==> config.mk <==
export PLATFORM = sky130hd
export DESIGN_NAME = base64_frame_receiver_unit
export DESIGN_NICKNAME = d
export VERILOG_FILES = /design/src/design/b64fr_pkg.sv /design/src/design/b64fr_ram.sv /design/src/design/b64fr_ctrl.sv /design/src/design/b64fr_datapath.sv /design/src/design/base64_frame_receiver_unit.sv
export SDC_FILE = /design/constraint.sdc
export NUM_CORES = 1
export LEC_CHECK = 0
export ABC_AREA = 0
export BUFFER_PORTS_ARGS = -buffer_cell sky130_fd_sc_hd__buf_2
export CORE_MARGIN = 8
export CORE_UTILIZATION = 45
export CTS_CLUSTER_DIAMETER = 120
export DETAILED_ROUTE_END_ITERATION = 6
export PLACE_DENSITY_LB_ADDON = 0.25
export SLEW_MARGIN = 20
export SYNTH_ARGS = -nofsm -noshare
export SYNTH_HDL_FRONTEND = slang
export SYNTH_SLANG_ARGS = --single-unit
==> constraint.sdc <==
create_clock -name clk -period 5.4 [get_ports clk]
set_clock_uncertainty 0.1 [all_clocks]
set_input_delay 0.54 -clock clk [delete_from_list [all_inputs] [get_ports clk]]
set_output_delay 0.54 -clock clk [all_outputs]
set_load 0.01 [all_outputs]
==> src/design/b64fr_pkg.sv <==
// Shared types, constants and character helpers for the base64 frame receiver.
// Used by the controller, the datapath and the top level; depends on nothing.
`timescale 1ns / 1ps

package b64fr_pkg;

  localparam int PAYLOAD_CHARS_DEF = 64;
  localparam int CNT_W             = 7;

  localparam logic [7:0]       SYNC_BYTE = 8'hAA;
  localparam logic [7:0]       EOF_BYTE  = 8'hA5;
  localparam logic [7:0]       DATA_TYPE = 8'h05;
  localparam logic [7:0]       PAD_CHAR  = 8'h3D;
  localparam logic [CNT_W-1:0] CAP_RESET = 7'd64;
  localparam logic [CNT_W-1:0] CNT_MAX   = 7'd127;
  localparam logic [3:0]       NAME_LAST = 4'd8;

  typedef enum logic [1:0] {
    KIND_DATA = 2'd0,
    KIND_NAME = 2'd1,
    KIND_DROP = 2'd2
  } kind_t;

  typedef enum logic [2:0] {
    DROP_NONE  = 3'd0,
    DROP_SHORT = 3'd1,
    DROP_LONG  = 3'd2,
    DROP_BAD   = 3'd3,
    DROP_TYPE  = 3'd4
  } drop_code_t;

  typedef enum logic [2:0] {
    S_IDLE,
    S_PUSH,
    S_RD,
    S_CAP,
    S_EMIT
  } state_t;

  typedef struct packed {
    logic accept;
    logic push;
    logic rd;
    logic cap;
    logic emit;
  } cmd_t;

  typedef struct packed {
    logic res_now;
    logic dec_now;
    logic slot_free;
    logic grp_done;
    logic grp_end;
    logic final_byte;
  } sts_t;

  // Characters of the name request text, in order.
  function automatic logic [7:0] name_char(input logic [3:0] idx);
    logic [7:0] c;
    begin
      unique case (idx)
        4'd0:    c = 8'h41;
        4'd1:    c = 8'h54;
        4'd2:    c = 8'h2B;
        4'd3:    c = 8'h4E;
        4'd4:    c = 8'h41;
        4'd5:    c = 8'h4D;
        4'd6:    c = 8'h45;
        4'd7:    c = 8'h3F;
        4'd8:    c = 8'h0D;
        default: c = 8'h00;
      endcase
      return c;
    end
  endfunction

  function automatic logic is_b64(input logic [7:0] c);
    return (c >= 8'h41 && c <= 8'h5A) || (c >= 8'h61 && c <= 8'h7A) ||
           (c >= 8'h30 && c <= 8'h39) || c == 8'h2B || c == 8'h2F;
  endfunction

  // Six-bit value of an alphabet character; padding and others give zero.
  function automatic logic [5:0] sextet(input logic [7:0] c);
    logic [7:0] v;
    begin
      v = 8'd0;
      if (c >= 8'h41 && c <= 8'h5A) begin
        v = c - 8'h41;
      end else if (c >= 8'h61 && c <= 8'h7A) begin
        v = c - 8'h61 + 8'd26;
      end else if (c >= 8'h30 && c <= 8'h39) begin
        v = c - 8'h30 + 8'd52;
      end else if (c == 8'h2B) begin
        v = 8'd62;
      end else if (c == 8'h2F) begin
        v = 8'd63;
      end
      return v[5:0];
    end
  endfunction

endpackage

==> src/design/b64fr_ram.sv <==
// Generic single-write, single-read RAM with registered read data.
// Standalone; no package dependency.
`timescale 1ns / 1ps

module b64fr_ram #(
  parameter int WIDTH = 8,
  parameter int DEPTH = 64
) (
  input  logic                     clk,
  input  logic                     we,
  input  logic [$clog2(DEPTH)-1:0] waddr,
  input  logic [WIDTH-1:0]         wdata,
  input  logic                     re,
  input  logic [$clog2(DEPTH)-1:0] raddr,
  output logic [WIDTH-1:0]         rdata
);

  logic [WIDTH-1:0] mem [DEPTH];

  always_ff @(posedge clk) begin
    if (we) begin
      mem[waddr] <= wdata;
    end
    if (re) begin
      rdata <= mem[raddr];
    end
  end

endmodule

==> src/design/b64fr_ctrl.sv <==
// Controller FSM of the base64 frame receiver: sequences byte intake,
// result push and the per-character decode loop. Depends on b64fr_pkg.
`timescale 1ns / 1ps

module b64fr_ctrl (
  input  logic            clk,
  input  logic            rst_n,
  input  logic            in_valid,
  output logic            in_ready,
  input  b64fr_pkg::sts_t sts,
  output b64fr_pkg::cmd_t cmd
);

  b64fr_pkg::state_t state_r, state_nxt;

  always_ff @(posedge clk) begin
    if (!rst_n) begin
      state_r <= b64fr_pkg::S_IDLE;
    end else begin
      state_r <= state_nxt;
    end
  end

  always_comb begin
    state_nxt = state_r;
    unique case (state_r)
      b64fr_pkg::S_IDLE: begin
        if (in_valid) begin
          if (sts.res_now) begin
            state_nxt = b64fr_pkg::S_PUSH;
          end else if (sts.dec_now) begin
            state_nxt = b64fr_pkg::S_RD;
          end
        end
      end
      b64fr_pkg::S_PUSH: begin
        if (sts.slot_free) begin
          state_nxt = b64fr_pkg::S_IDLE;
        end
      end
      b64fr_pkg::S_RD: begin
        state_nxt = b64fr_pkg::S_CAP;
      end
      b64fr_pkg::S_CAP: begin
        state_nxt = sts.grp_done ? b64fr_pkg::S_EMIT : b64fr_pkg::S_RD;
      end
      b64fr_pkg::S_EMIT: begin
        if (sts.slot_free && sts.grp_end) begin
          state_nxt = sts.final_byte ? b64fr_pkg::S_IDLE : b64fr_pkg::S_RD;
        end
      end
      default: begin
        state_nxt = b64fr_pkg::S_IDLE;
      end
    endcase
  end

  always_comb begin
    in_ready   = (state_r == b64fr_pkg::S_IDLE);
    cmd.accept = (state_r == b64fr_pkg::S_IDLE) && in_valid;
    cmd.push   = (state_r == b64fr_pkg::S_PUSH) && sts.slot_free;
    cmd.rd     = (state_r == b64fr_pkg::S_RD);
    cmd.cap    = (state_r == b64fr_pkg::S_CAP);
    cmd.emit   = (state_r == b64fr_pkg::S_EMIT) && sts.slot_free;
  end

endmodule

==> src/design/b64fr_datapath.sv <==
// Datapath of the base64 frame receiver: name matcher, framer state, payload
// store, running validity check, decode accumulator and output register.
// Depends on b64fr_pkg and b64fr_ram.
`timescale 1ns / 1ps

module b64fr_datapath #(
  parameter int PAYLOAD_CHARS = b64fr_pkg::PAYLOAD_CHARS_DEF
) (
  input  logic                         clk,
  input  logic                         rst_n,
  input  logic [7:0]                   in_rx_byte,
  input  logic                         cfg_we,
  input  logic [b64fr_pkg::CNT_W-1:0]  cfg_data,
  input  b64fr_pkg::cmd_t              cmd,
  output b64fr_pkg::sts_t              sts,
  input  logic                         out_ready,
  output logic                         out_valid,
  output logic [1:0]                   out_kind,
  output logic [7:0]                   out_data_byte,
  output logic [2:0]                   out_drop_code,
  output logic                         out_last
);

  localparam int AW = $clog2(PAYLOAD_CHARS);
  localparam int CW = b64fr_pkg::CNT_W;
  localparam logic [CW-1:0] PAY_MAX = CW'(PAYLOAD_CHARS);

  // Configuration
  logic [CW-1:0] cap_r;

  // Matcher and framer
  logic [3:0]    match_idx_r, match_idx_nxt;
  logic          in_frame_r, in_frame_nxt;
  logic [CW-1:0] count_r, count_nxt;
  logic [7:0]    type_r, type_nxt;
  logic          ovf_r, ovf_nxt;
  logic          bad_r, bad_nxt;
  logic [7:0]    prev1_r, prev1_nxt;
  logic [7:0]    prev2_r, prev2_nxt;

  // Pending single result, decode loop, output register
  b64fr_pkg::kind_t      pend_kind_r;
  b64fr_pkg::drop_code_t pend_code_r;
  logic [CW-1:0]         n_r;
  logic [1:0]            pad_r;
  logic [CW-1:0]         rd_idx_r;
  logic [23:0]           acc_r;
  logic [1:0]            bsel_r;
  logic                  out_valid_r;
  b64fr_pkg::kind_t      out_kind_r;
  logic [7:0]            out_data_r;
  b64fr_pkg::drop_code_t out_code_r;
  logic                  out_last_r;

  logic                  match_hit;
  logic                  is_sync, is_eof, closing;
  logic [CW-1:0]         chars, pos;
  logic [1:0]            pad_c;
  logic                  tail_ok, b64_ok;
  b64fr_pkg::drop_code_t close_code;
  logic                  store_ok;
  logic [7:0]            rdata;
  logic                  final_grp;
  logic [1:0]            last_bsel;
  logic [7:0]            emit_byte;

  // Name matcher: a mismatching byte always returns to the start
  always_comb begin
    match_hit     = 1'b0;
    match_idx_nxt = 4'd0;
    if (match_idx_r == 4'd0 && in_rx_byte == b64fr_pkg::name_char(4'd0)) begin
      match_idx_nxt = 4'd1;
    end else if (match_idx_r != 4'd0 && match_idx_r <= b64fr_pkg::NAME_LAST &&
                 in_rx_byte == b64fr_pkg::name_char(match_idx_r)) begin
      if (match_idx_r == b64fr_pkg::NAME_LAST) begin
        match_hit = 1'b1;
      end else begin
        match_idx_nxt = match_idx_r + 4'd1;
      end
    end
  end

  assign is_sync  = (in_rx_byte == b64fr_pkg::SYNC_BYTE);
  assign is_eof   = (in_rx_byte == b64fr_pkg::EOF_BYTE);
  assign closing  = !match_hit && !is_sync && in_frame_r && is_eof;
  assign chars    = (count_r == '0) ? '0 : count_r - CW'(1);
  assign pos      = count_r - CW'(1);
  assign store_ok = (pos < PAY_MAX);

  // The last two characters settle the padding; everything older is in bad_r
  always_comb begin
    pad_c = 2'd0;
    if (prev1_r == b64fr_pkg::PAD_CHAR) begin
      pad_c   = (prev2_r == b64fr_pkg::PAD_CHAR) ? 2'd2 : 2'd1;
      tail_ok = (prev2_r == b64fr_pkg::PAD_CHAR) || b64fr_pkg::is_b64(prev2_r);
    end else begin
      tail_ok = b64fr_pkg::is_b64(prev1_r) && b64fr_pkg::is_b64(prev2_r);
    end
  end

  assign b64_ok = !bad_r && (chars[1:0] == 2'b00) && tail_ok;

  always_comb begin
    priority if (chars == '0) begin
      close_code = b64fr_pkg::DROP_SHORT;
    end else if (ovf_r || chars > cap_r || chars > PAY_MAX) begin
      close_code = b64fr_pkg::DROP_LONG;
    end else if (type_r != b64fr_pkg::DATA_TYPE) begin
      close_code = b64fr_pkg::DROP_TYPE;
    end else if (!b64_ok) begin
      close_code = b64fr_pkg::DROP_BAD;
    end else begin
      close_code = b64fr_pkg::DROP_NONE;
    end
  end

  assign sts.res_now = match_hit || (closing && close_code != b64fr_pkg::DROP_NONE);
  assign sts.dec_now = closing && close_code == b64fr_pkg::DROP_NONE;

  // Framer next state
  always_comb begin
    in_frame_nxt = in_frame_r;
    count_nxt    = count_r;
    type_nxt     = type_r;
    ovf_nxt      = ovf_r;
    bad_nxt      = bad_r;
    prev1_nxt    = prev1_r;
    prev2_nxt    = prev2_r;
    if (match_hit || is_sync || closing) begin
      in_frame_nxt = !match_hit && is_sync;
      count_nxt    = '0;
      type_nxt     = 8'h00;
      ovf_nxt      = 1'b0;
      bad_nxt      = 1'b0;
    end else if (in_frame_r) begin
      if (count_r == '0) begin
        type_nxt  = in_rx_byte;
        count_nxt = CW'(1);
      end else begin
        if (store_ok) begin
          prev1_nxt = in_rx_byte;
          prev2_nxt = prev1_r;
          if (count_r >= CW'(3)) begin
            bad_nxt = bad_r || !b64fr_pkg::is_b64(prev2_r);
          end
        end else begin
          ovf_nxt = 1'b1;
        end
        if (count_r != b64fr_pkg::CNT_MAX) begin
          count_nxt = count_r + CW'(1);
        end
      end
    end
  end

  always_ff @(posedge clk) begin
    if (!rst_n) begin
      cap_r       <= b64fr_pkg::CAP_RESET;
      match_idx_r <= 4'd0;
      in_frame_r  <= 1'b0;
      count_r     <= '0;
      type_r      <= 8'h00;
      ovf_r       <= 1'b0;
      bad_r       <= 1'b0;
    end else begin
      if (cfg_we) begin
        cap_r <= cfg_data;
      end
      if (cmd.accept) begin
        match_idx_r <= match_idx_nxt;
        in_frame_r  <= in_frame_nxt;
        count_r     <= count_nxt;
        type_r      <= type_nxt;
        ovf_r       <= ovf_nxt;
        bad_r       <= bad_nxt;
      end
    end
  end

  // Payload registers: last characters, pending result, decode setup
  always_ff @(posedge clk) begin
    if (cmd.accept) begin
      prev1_r     <= prev1_nxt;
      prev2_r     <= prev2_nxt;
      pend_kind_r <= match_hit ? b64fr_pkg::KIND_NAME : b64fr_pkg::KIND_DROP;
      pend_code_r <= match_hit ? b64fr_pkg::DROP_NONE : close_code;
      n_r         <= chars;
      pad_r       <= pad_c;
      rd_idx_r    <= '0;
    end else if (cmd.cap) begin
      rd_idx_r <= rd_idx_r + CW'(1);
    end
    if (cmd.cap) begin
      acc_r  <= {acc_r[17:0], b64fr_pkg::sextet(rdata)};
      bsel_r <= 2'd0;
    end else if (cmd.emit) begin
      bsel_r <= bsel_r + 2'd1;
    end
  end

  b64fr_ram #(
    .WIDTH (8),
    .DEPTH (PAYLOAD_CHARS)
  ) u_store (
    .clk   (clk),
    .we    (cmd.accept && in_frame_r && !match_hit && !is_sync && !is_eof &&
            count_r != '0 && store_ok),
    .waddr (pos[AW-1:0]),
    .wdata (in_rx_byte),
    .re    (cmd.rd),
    .raddr (rd_idx_r[AW-1:0]),
    .rdata (rdata)
  );

  // Decode group bookkeeping: rd_idx_r points past the group being emitted
  assign sts.grp_done   = (rd_idx_r[1:0] == 2'b11);
  assign final_grp      = (rd_idx_r == n_r);
  assign last_bsel      = final_grp ? 2'd2 - pad_r : 2'd2;
  assign sts.grp_end    = (bsel_r == last_bsel);
  assign sts.final_byte = final_grp && sts.grp_end;

  always_comb begin
    unique case (bsel_r)
      2'd0:    emit_byte = acc_r[23:16];
      2'd1:    emit_byte = acc_r[15:8];
      default: emit_byte = acc_r[7:0];
    endcase
  end

  // Output register
  assign sts.slot_free = !out_valid_r || out_ready;

  always_ff @(posedge clk) begin
    if (!rst_n) begin
      out_valid_r <= 1'b0;
    end else if (cmd.push || cmd.emit) begin
      out_valid_r <= 1'b1;
    end else if (out_ready) begin
      out_valid_r <= 1'b0;
    end
  end

  always_ff @(posedge clk) begin
    if (cmd.push) begin
      out_kind_r <= pend_kind_r;
      out_data_r <= 8'h00;
      out_code_r <= pend_code_r;
      out_last_r <= 1'b1;
    end else if (cmd.emit) begin
      out_kind_r <= b64fr_pkg::KIND_DATA;
      out_data_r <= emit_byte;
      out_code_r <= b64fr_pkg::DROP_NONE;
      out_last_r <= sts.final_byte;
    end
  end

  assign out_valid     = out_valid_r;
  assign out_kind      = out_kind_r;
  assign out_data_byte = out_data_r;
  assign out_drop_code = out_code_r;
  assign out_last      = out_last_r;

endmodule

==> src/design/base64_frame_receiver_unit.sv <==
// Base64 frame receiver top level: controller plus datapath. A byte that gives no result
// leaves the controller in idle; a name request or drop is held pending in the push state
// until the output register is free, and the intake stays closed meanwhile. A data frame
// is decoded by reading and then capturing each stored character and emitting each decoded
// byte, limited by the single read port of the payload store and out_ready.
// Reset (rst_n low, synchronous) clears framer, matcher, output valid and sets capacity 64;
// the payload store is not cleared and needs no clearing pass. Depends on b64fr_pkg.
`timescale 1ns / 1ps

module base64_frame_receiver_unit #(
  parameter int PAYLOAD_CHARS = b64fr_pkg::PAYLOAD_CHARS_DEF
) (
  input  logic       clk,
  input  logic       rst_n,
  // received byte channel
  input  logic       in_valid,
  output logic       in_ready,
  input  logic [7:0] in_rx_byte,
  // capacity register write channel
  input  logic       cfg_valid,
  output logic       cfg_ready,
  input  logic [6:0] cfg_capacity_chars,
  // result channel
  output logic       out_valid,
  input  logic       out_ready,
  output logic [1:0] out_kind,
  output logic [7:0] out_data_byte,
  output logic [2:0] out_drop_code,
  output logic       out_last
);

  b64fr_pkg::cmd_t cmd;
  b64fr_pkg::sts_t sts;

  // The capacity register takes a write in any cycle; the user must issue writes only
  // while no frame close is in flight, which the block itself does not enforce.
  assign cfg_ready = 1'b1;

  // Controller: accept bytes in idle, hold until a pending result is taken,
  // and step the decode loop (read, capture, emit) over the stored characters.
  b64fr_ctrl u_ctrl (
    .clk      (clk),
    .rst_n    (rst_n),
    .in_valid (in_valid),
    .in_ready (in_ready),
    .sts      (sts),
    .cmd      (cmd)
  );

  // Datapath: matcher, framer, payload store, validity tracking, decoder and
  // the output register that parts the result channel from the intake.
  b64fr_datapath #(
    .PAYLOAD_CHARS (PAYLOAD_CHARS)
  ) u_dp (
    .clk           (clk),
    .rst_n         (rst_n),
    .in_rx_byte    (in_rx_byte),
    .cfg_we        (cfg_valid && cfg_ready),
    .cfg_data      (cfg_capacity_chars),
    .cmd           (cmd),
    .sts           (sts),
    .out_ready     (out_ready),
    .out_valid     (out_valid),
    .out_kind      (out_kind),
    .out_data_byte (out_data_byte),
    .out_drop_code (out_drop_code),
    .out_last      (out_last)
  );

  // A name request or a drop is always the only result of its byte.
  assert property (@(posedge clk) disable iff (!rst_n)
    out_valid && out_kind != b64fr_pkg::KIND_DATA |-> out_last)
    else $error("single result transaction without last");

  // Only decoded bytes carry data, only drops carry a code.
  assert property (@(posedge clk) disable iff (!rst_n)
    out_valid && out_kind != b64fr_pkg::KIND_DATA |-> out_data_byte == 8'h00)
    else $error("non-data transaction with nonzero data byte");

  assert property (@(posedge clk) disable iff (!rst_n)
    out_valid && out_kind != b64fr_pkg::KIND_DROP |-> out_drop_code == b64fr_pkg::DROP_NONE)
    else $error("drop code on a non-drop transaction");

  // Intake stays closed while the decode loop or a pending result is active.
  assert property (@(posedge clk) disable iff (!rst_n)
    (cmd.rd || cmd.cap || cmd.emit || cmd.push) |-> !in_ready)
    else $error("intake open during result generation");

endmodule
==> results of run 1 <==
synth_stat cells, types with 8 or more instances:
cell / instances
nand4_1: 14
nor2b_1: 10
xor2_1: 16
o21ai_0: 30
a22o_1: 8
inv_1: 32
ha_1: 21
nand2_1: 48
nand3_1: 18
mux4_2: 168
a22oi_1: 10
dfxtp_1: 58
edfxtp_1: 579
nand2b_1: 10
clkbuf_1: 41
xnor2_1: 21
a21oi_1: 50
buf_4: 10
nor2_1: 135
nor3_1: 9
buf_1: 14
mux2i_1: 9
power by group through the flow:
stage	Clock, W	Sequential [W]	Combinational (W)
final	0.00463	0.00540	0.000193
after global routing	0.00489	0.00540	0.000216
after floorplan	0	0.00550	0.0000746
after detailed placement	0	0.00550	0.000199
after CTS	0.00471	0.00540	0.000199
after global placement	0	0.00550	0.000196
state kept, by name (all words and copies together) (netlist names), 7 cells and up, named ones only:
| register | flops |
|---|---|
| u_dp.u_store.mem | 512 |
| u_dp.acc_r | 24 |
| u_dp.out_data_byte | 8 |
| u_dp.prev1_r | 8 |
| u_dp.prev2_r | 8 |
| u_dp.type_r | 8 |
| u_dp.u_store.rdata | 8 |
| u_dp.cap_r | 7 |
| u_dp.count_r | 7 |
| u_dp.n_r | 7 |
| u_dp.rd_idx_r | 7 |
stage by stage:
stage                     util (%)  cell area, µm²  cells
after detailed placement      47.1           27000   2190
after floorplan                  -           25900   1432
after CTS                     51.0           29200   2307
final                         51.0           29200   2307
after global placement        47.1           27000   2190
after global routing          51.0           29200   2307
cells in the final DEF, fill, tap and decap left out, drive strengths merged, types with 18 or more instances in the layout:
| cell | count |
|---|---|
| a21oi | 50 |
| clkinv | 22 |
| mux4 | 168 |
| nor2 | 135 |
| o21ai | 36 |
| inv | 34 |
| ha | 21 |
| edfxtp | 579 |
| clkbuf | 87 |
| nand3 | 18 |
| xnor2 | 21 |
| dfxtp | 58 |
| buf | 61 |
| nand2 | 48 |
critical path, cell delays in order, from the launching register on:
cell      delay (ns)
dfxtp_1         0.45
inv_1           0.18
ha_1            0.53
nand2b_1        0.21
o21ai_2         0.27
inv_1           0.16
nor4_4          0.55
nand4_1         0.83
nor2_1          0.90
final cells by class:
| class | count | area (µm²) |
|---|---|---|
| tap | 765 | 957 |
| clock buffer | 87 | 1860 |
| clock inverter | 30 | 353 |
| inverter | 34 | 128 |
| sequential | 637 | 18600 |
| fill | 4561 | 28100 |
| timing repair buffer | 61 | 408 |
| multi-input combinational | 693 | 6970 |
final timing paths:
| check | from | to | slack, ns | depth (start not counted) |
|---|---|---|---|---|
| hold reg to reg | u_dp.out_data_byte[5] | u_dp.out_data_byte[5] | 0.34 | 2 |
| setup / recovery | u_dp.count_r[0] | u_dp.u_store.mem[40][0] | 0.83 | 8 |
| setup reg to reg | u_dp.count_r[0] | u_dp.u_store.mem[40][0] | 0.83 | 8 |
| hold / removal | cfg_capacity_chars[6] | u_dp.cap_r[6] | 0.09 | 3 |
routing by layer:
metal,up-vias,routed length (µm),GRT usage [%]
met4,2,1360,5.42
met2,443,28800,28.9
met5,-,13,0
met3,87,3270,2.67
met1,6952,25300,24.7
li1,5893,-,-
logic make-up (layout without fill, tap and decap cells):
group                      count (synthesis)  in the layout  share of synthesized area (%)
buffers and inverters                    102            212                           1.64
muxes                                    177            177                           14.9
and+or+nand+nor                          303            303                           5.83
xor gates and xnor gates                  37             37                           1.25
other                                      1              1                         0.0145
DFF                                      637            637                           71.5
adders and majority gates                 22             22                           1.05
AOI/OAI and AO/OA                        153            153                           3.78
==> impl_metrics.tcl, run 1 <==
set metrics [dict create \
    clkSinkCount 637 \
    p_leak_nw 9.10 \
    wl_per_cell_um 25.5 \
    grt_pass1_wl_um 88000 \
    avgViaCountPerCell 5.80 \
    timing.final.ws_setup_ns 0.831 \
    fp-row-count 88 \
    grt-ovfl-total 0 \
    ant_nets 0 \
    crit_fanout 16 \
    power_frac_seq_pct 52.8 \
    drt-initial-drc-count 1371 \
    cp-end-kind "flop" \
    p_clk_share_pct 45.3 \
    cts_buffers 68 \
    wirelength_um 58800 \
    post_cts_resized 0 \
    yosys_warnings 0 \
    tightestPinTransition_ns 1.16 \
    synth.area.top_cells "edfxtp_1 (67%), mux4_2 (15%), dfxtp_1 (4.5%)" \
    status "finished, final reports clean" \
    hold_violations 0 \
    min_period_ns 4.57 \
    ys_async_sr_fraction_pct 0 \
    synth_edf_count 579 \
    hold_slack_ns 0.0891 \
    ctsHoldBuffers 0 \
    cp.arrival_ns 4.68 \
    ys_seq_area_share_pct 71.5 \
    grt_usage_pct 17.8 \
    finalCritPeriodShare_pct 84.6 \
    ctsRootBufferMaster "clkbuf_16" \
    via_count 13400 \
    grt_max_degree 76 \
    cts_htree_levels 3 \
    power_w 0.0102 \
    combPwrFrac_pct 1.9 \
    worstHoldPathType "input port to flop" \
    synth_area_mm2 0.0259 \
    diodes 0 \
    setup_viol 0 \
    die_h_um 256 \
    powerDensity_mw_per_mm2 350 \
    firstDrtPassIters 6 \
    initial_utilization_pct 45.2 \
    synth_flop_cell "edfxtp_1" \
    switching_share_pct 19.4 \
    fp.coreArea_mm2 0.0574 \
    power.net_switching_w 0.00198 \
    areaGrowthSynthToFinish_pct 12.7 \
    cp_data_required_time_ns 5.52 \
    pre_cts_slack_ns 0.841 \
    die-area_mm2 0.0656 \
    p_int_w 0.00824 \
    yosysTopAreaCell "edfxtp_1" \
    ys_seq_elements 637 \
    post-cts-setup-buffer-count 0 \
    peakVddDrop_mv 0.262 \
    path_clk_slew_ns 0.06 \
    clk_path_buf_depth 3 \
    port_buffers 35 \
    start_kind "flop" \
    maxSlewViolCount 0 \
    yosys.area.top_type_share_pct 67.0 \
    criticalPathCategory "flop to flop" \
    fin_setup_tns_ns 0 \
    syn_nets 1473 \
    route.detailed.drc 0 \
    die_w_um 256 \
    syn_inst 1432 \
    cts_tree "built" \
    gp_congestion 0.788 \
    rsz0062_at_grt "false" \
    ioPinCount 37 \
    hpwl_um 36900 \
    fin_nets 1536 \
    fmax_ghz 0.219 \
    insertion_delay_ns 0.60 \
    drive_above_1_share_pct 21.9 \
    grt_pass1_vias 13400 \
    synthDistinctLibCells 75 \
    syn_area_per_cell_um2 18.1 \
    antenna_found_initial 6 \
    cap_violations 0 \
    slew_headroom_pct 23.0 \
]
Power figures use the tool's default switching activity.
==> run 2, diff against run 1 <==
ABC_AREA = 1   (was 0)
clock period = 4.5 ns   (was 5.4 ns; I/O delays follow)
==> run 2 against run 1 <==
Compared with the run above: highest routed layer is now met4; final cell count rose by 35%; sequential share of layout area fell by 1.2 points; die area rose by 1.9%; via count rose by 37%; wire length rose by 23%; global-route usage rose by 3.3 points; non-clock buffer count rose by 15; worst hold slack got worse by 0.025 ns; power rose by 20%; first-iteration DRC count rose by 52%; setup slack got worse by 0.074 ns; synthesized cell count rose by 58%.
==> impl_metrics.tcl, run 2 <==
set metrics [dict create \
    status "finished, final reports clean" \
    synth_common_cells "edfxtp_1 (579), nor2_1 (377), o21ai_0 (299)" \
    ctsRootBufferMaster "clkbuf_16" \
    rsz0062_at_grt "false" \
    maxSlewViolCount 0 \
    cts_buffers 69 \
    grt_pass1_wl_um 108000 \
    port_buffers 35 \
    yosysTopAreaCell "edfxtp_1" \
    hpwl_um 44400 \
    criticalPathCategory "flop to flop" \
    die-area_mm2 0.0668 \
    yosys.area.top_type_share_pct 65.7 \
    ioPinCount 37 \
    reg.largest.list "u_dp.u_store.mem x512, u_dp.acc_r x24" \
    fin_nets 2328 \
    fp.coreArea_mm2 0.0586 \
    ys_seq_elements 637 \
    route.detailed.drc 0 \
    r2r_slack_ns 0.76 \
    largest-register "u_dp.u_store.mem" \
    synth_area_mm2 0.0265 \
    syn_inst 2260 \
    synth.area.top_cells "edfxtp_1 (66%), o21ai_0 (5.7%), nor2_1 (5.3%)" \
    ys_seq_area_share_pct 70.1 \
    crit_fanout 9 \
    largest_reg_flops 512 \
    cp-end-kind "flop" \
    p_leak_nw 10.1 \
    syn_nets 2301 \
    path_clk_slew_ns 0.06 \
    whs_endpoint "u_dp.cap_r[1]" \
    tightestPinTransition_ns 1.08 \
    min_period_ns 3.74 \
    mostFrequentLayoutCell "edfxtp_1" \
    wl_per_cell_um 23.2 \
    synth_edf_count 579 \
    initial_utilization_pct 45.2 \
    avgViaCountPerCell 5.89 \
    grt_usage_pct 21.1 \
    diodes 0 \
    firstDrtPassIters 5 \
    yosys_warnings 0 \
    post_cts_resized 0 \
    synth.most_common_cell "edfxtp_1" \
    die_w_um 258 \
    final.fill_count 5117 \
    timing.rr.start "u_dp.count_r[0]" \
    fin_setup_tns_ns 0 \
    cp_data_required_time_ns 4.60 \
    cts_htree_levels 3 \
    ys_async_sr_fraction_pct 0 \
    setup_viol 0 \
    clk_path_buf_depth 3 \
    powerDensity_mw_per_mm2 412 \
    via_count 18300 \
    r2r-end "u_dp.u_store.mem[23][6]" \
    grt_pass1_vias 17600 \
    start_kind "flop" \
    areaGrowthSynthToFinish_pct 12.6 \
    fp-row-count 89 \
    drt-initial-drc-count 2086 \
    worstHoldPathType "input port to flop" \
    post-cts-setup-buffer-count 0 \
    min_from "cfg_capacity_chars[1]" \
    dpl_cell_area_mm2 0.0275 \
    insertion_delay_ns 0.59 \
    grt_max_degree 209 \
    ctsHoldBuffers 3 \
    gp_congestion 0.878 \
    drive_above_1_share_pct 9.54 \
    cap_violations 0 \
    ff2ff_path_depth 11 \
    final_cell_mix "edfxtp_1 (579), nor2_1 (375), o21ai_0 (299), nand2_1 (246), nand3_1 (105)" \
    ant_nets 0 \
    synthDistinctLibCells 52 \
    die_h_um 258 \
    grt-ovfl-total 0 \
    clkSinkCount 637 \
    cts_tree "built" \
    fmax_ghz 0.267 \
    finalInstanceArea_mm2 0.0298 \
    antenna_found_initial 2 \
    synth_flop_cell "edfxtp_1" \
    hold_depth 3 \
    cp.arrival_ns 3.85 \
    wirelength_um 72100 \
    syn_area_per_cell_um2 11.7 \
    finalCritPeriodShare_pct 83.2 \
    slew_headroom_pct 27.3 \
    peakVddDrop_mv 0.275 \
    hold_violations 0 \
]
-- run 2: where the power goes --
| group | internal (W) | switching [W] |
|---|---|---|
| registers | 0.00646 | 0.00000993 |
| clock network | 0.00330 | 0.00225 |
| logic | 0.0000510 | 0.000193 |
-- run 2: metrics by stage --
| stage | setup WS (ns) | hold slack, ns | utilization [%] | instances | total power [W] |
|---|---|---|---|---|---|
| finish | 0.757 | 0.0645 | 50.8 | 3110 | 0.0123 |
| floorplan | 1.22 | 0.326 | - | 2260 | 0.00667 |
| global placement | 0.819 | 0.330 | 46.9 | 2986 | 0.00684 |
| detailed placement | 0.737 | 0.338 | 46.9 | 2986 | 0.00684 |
| CTS | 0.802 | 0.0352 | 50.7 | 3110 | 0.0123 |
| global route | 0.559 | 0.0877 | 50.8 | 3110 | 0.0126 |
-- run 2: worst max-delay path, cell delays in order, from the launching register on --
cell	delay [ns]
dfxtp_1	0.53
inv_2	0.17
ha_1	0.28
nand2_1	0.10
nor2_1	0.05
nand2_1	0.12
xor2_1	0.28
nand2_4	0.11
inv_2	0.11
nand4_4	0.33
buf_4	0.35
nor3_1	0.82
-- run 2: per-layer routing --
metal	wire length [µm]	share of wire [%]	GRT usage [%]
met5	0	0	0
met3	5860	8.1	2.94
met4	2160	3.0	7.84
met2	33600	47	33.2
met1	30400	42	29.8
-- run 2: layout make-up --
class                   count  area [µm²]  share of cell area (%)
flip-flops and latches    637       18600                    62.3
multi-input cells        1395        7110                    23.9
clock inverters            33         327                    1.10
inverters                 108         412                    1.38
repair buffers             76         528                    1.77
clock buffers              88        1880                    6.32
well taps                 773         967                    3.25
-- run 2: cell families after synthesis --
family	share of synthesized area, %
xor+xnor	0.563
flops	70.1
simple gates	13.6
fa+ha+maj	0.993
other cells	0.0142
compound gates	11.4
buf+inv	3.38
-- run 2: worst max-delay path by stage --
stage | from | endpoint | slack (ns) | depth (start not counted)
after global placement | in_rx_byte[3] | u_dp.u_store.mem[17][0] | 0.82 | 13
after CTS | u_dp.count_r[0] | u_dp.u_store.mem[25][1] | 0.80 | 11
after detailed placement | in_rx_byte[3] | u_dp.u_store.mem[25][6] | 0.74 | 13
after global routing | u_dp.count_r[0] | u_dp.u_store.mem[31][3] | 0.56 | 11
final | u_dp.count_r[0] | u_dp.u_store.mem[23][6] | 0.76 | 11
after floorplan | u_dp.count_r[0] | u_dp.u_store.mem[11][0] | 1.22 | 10
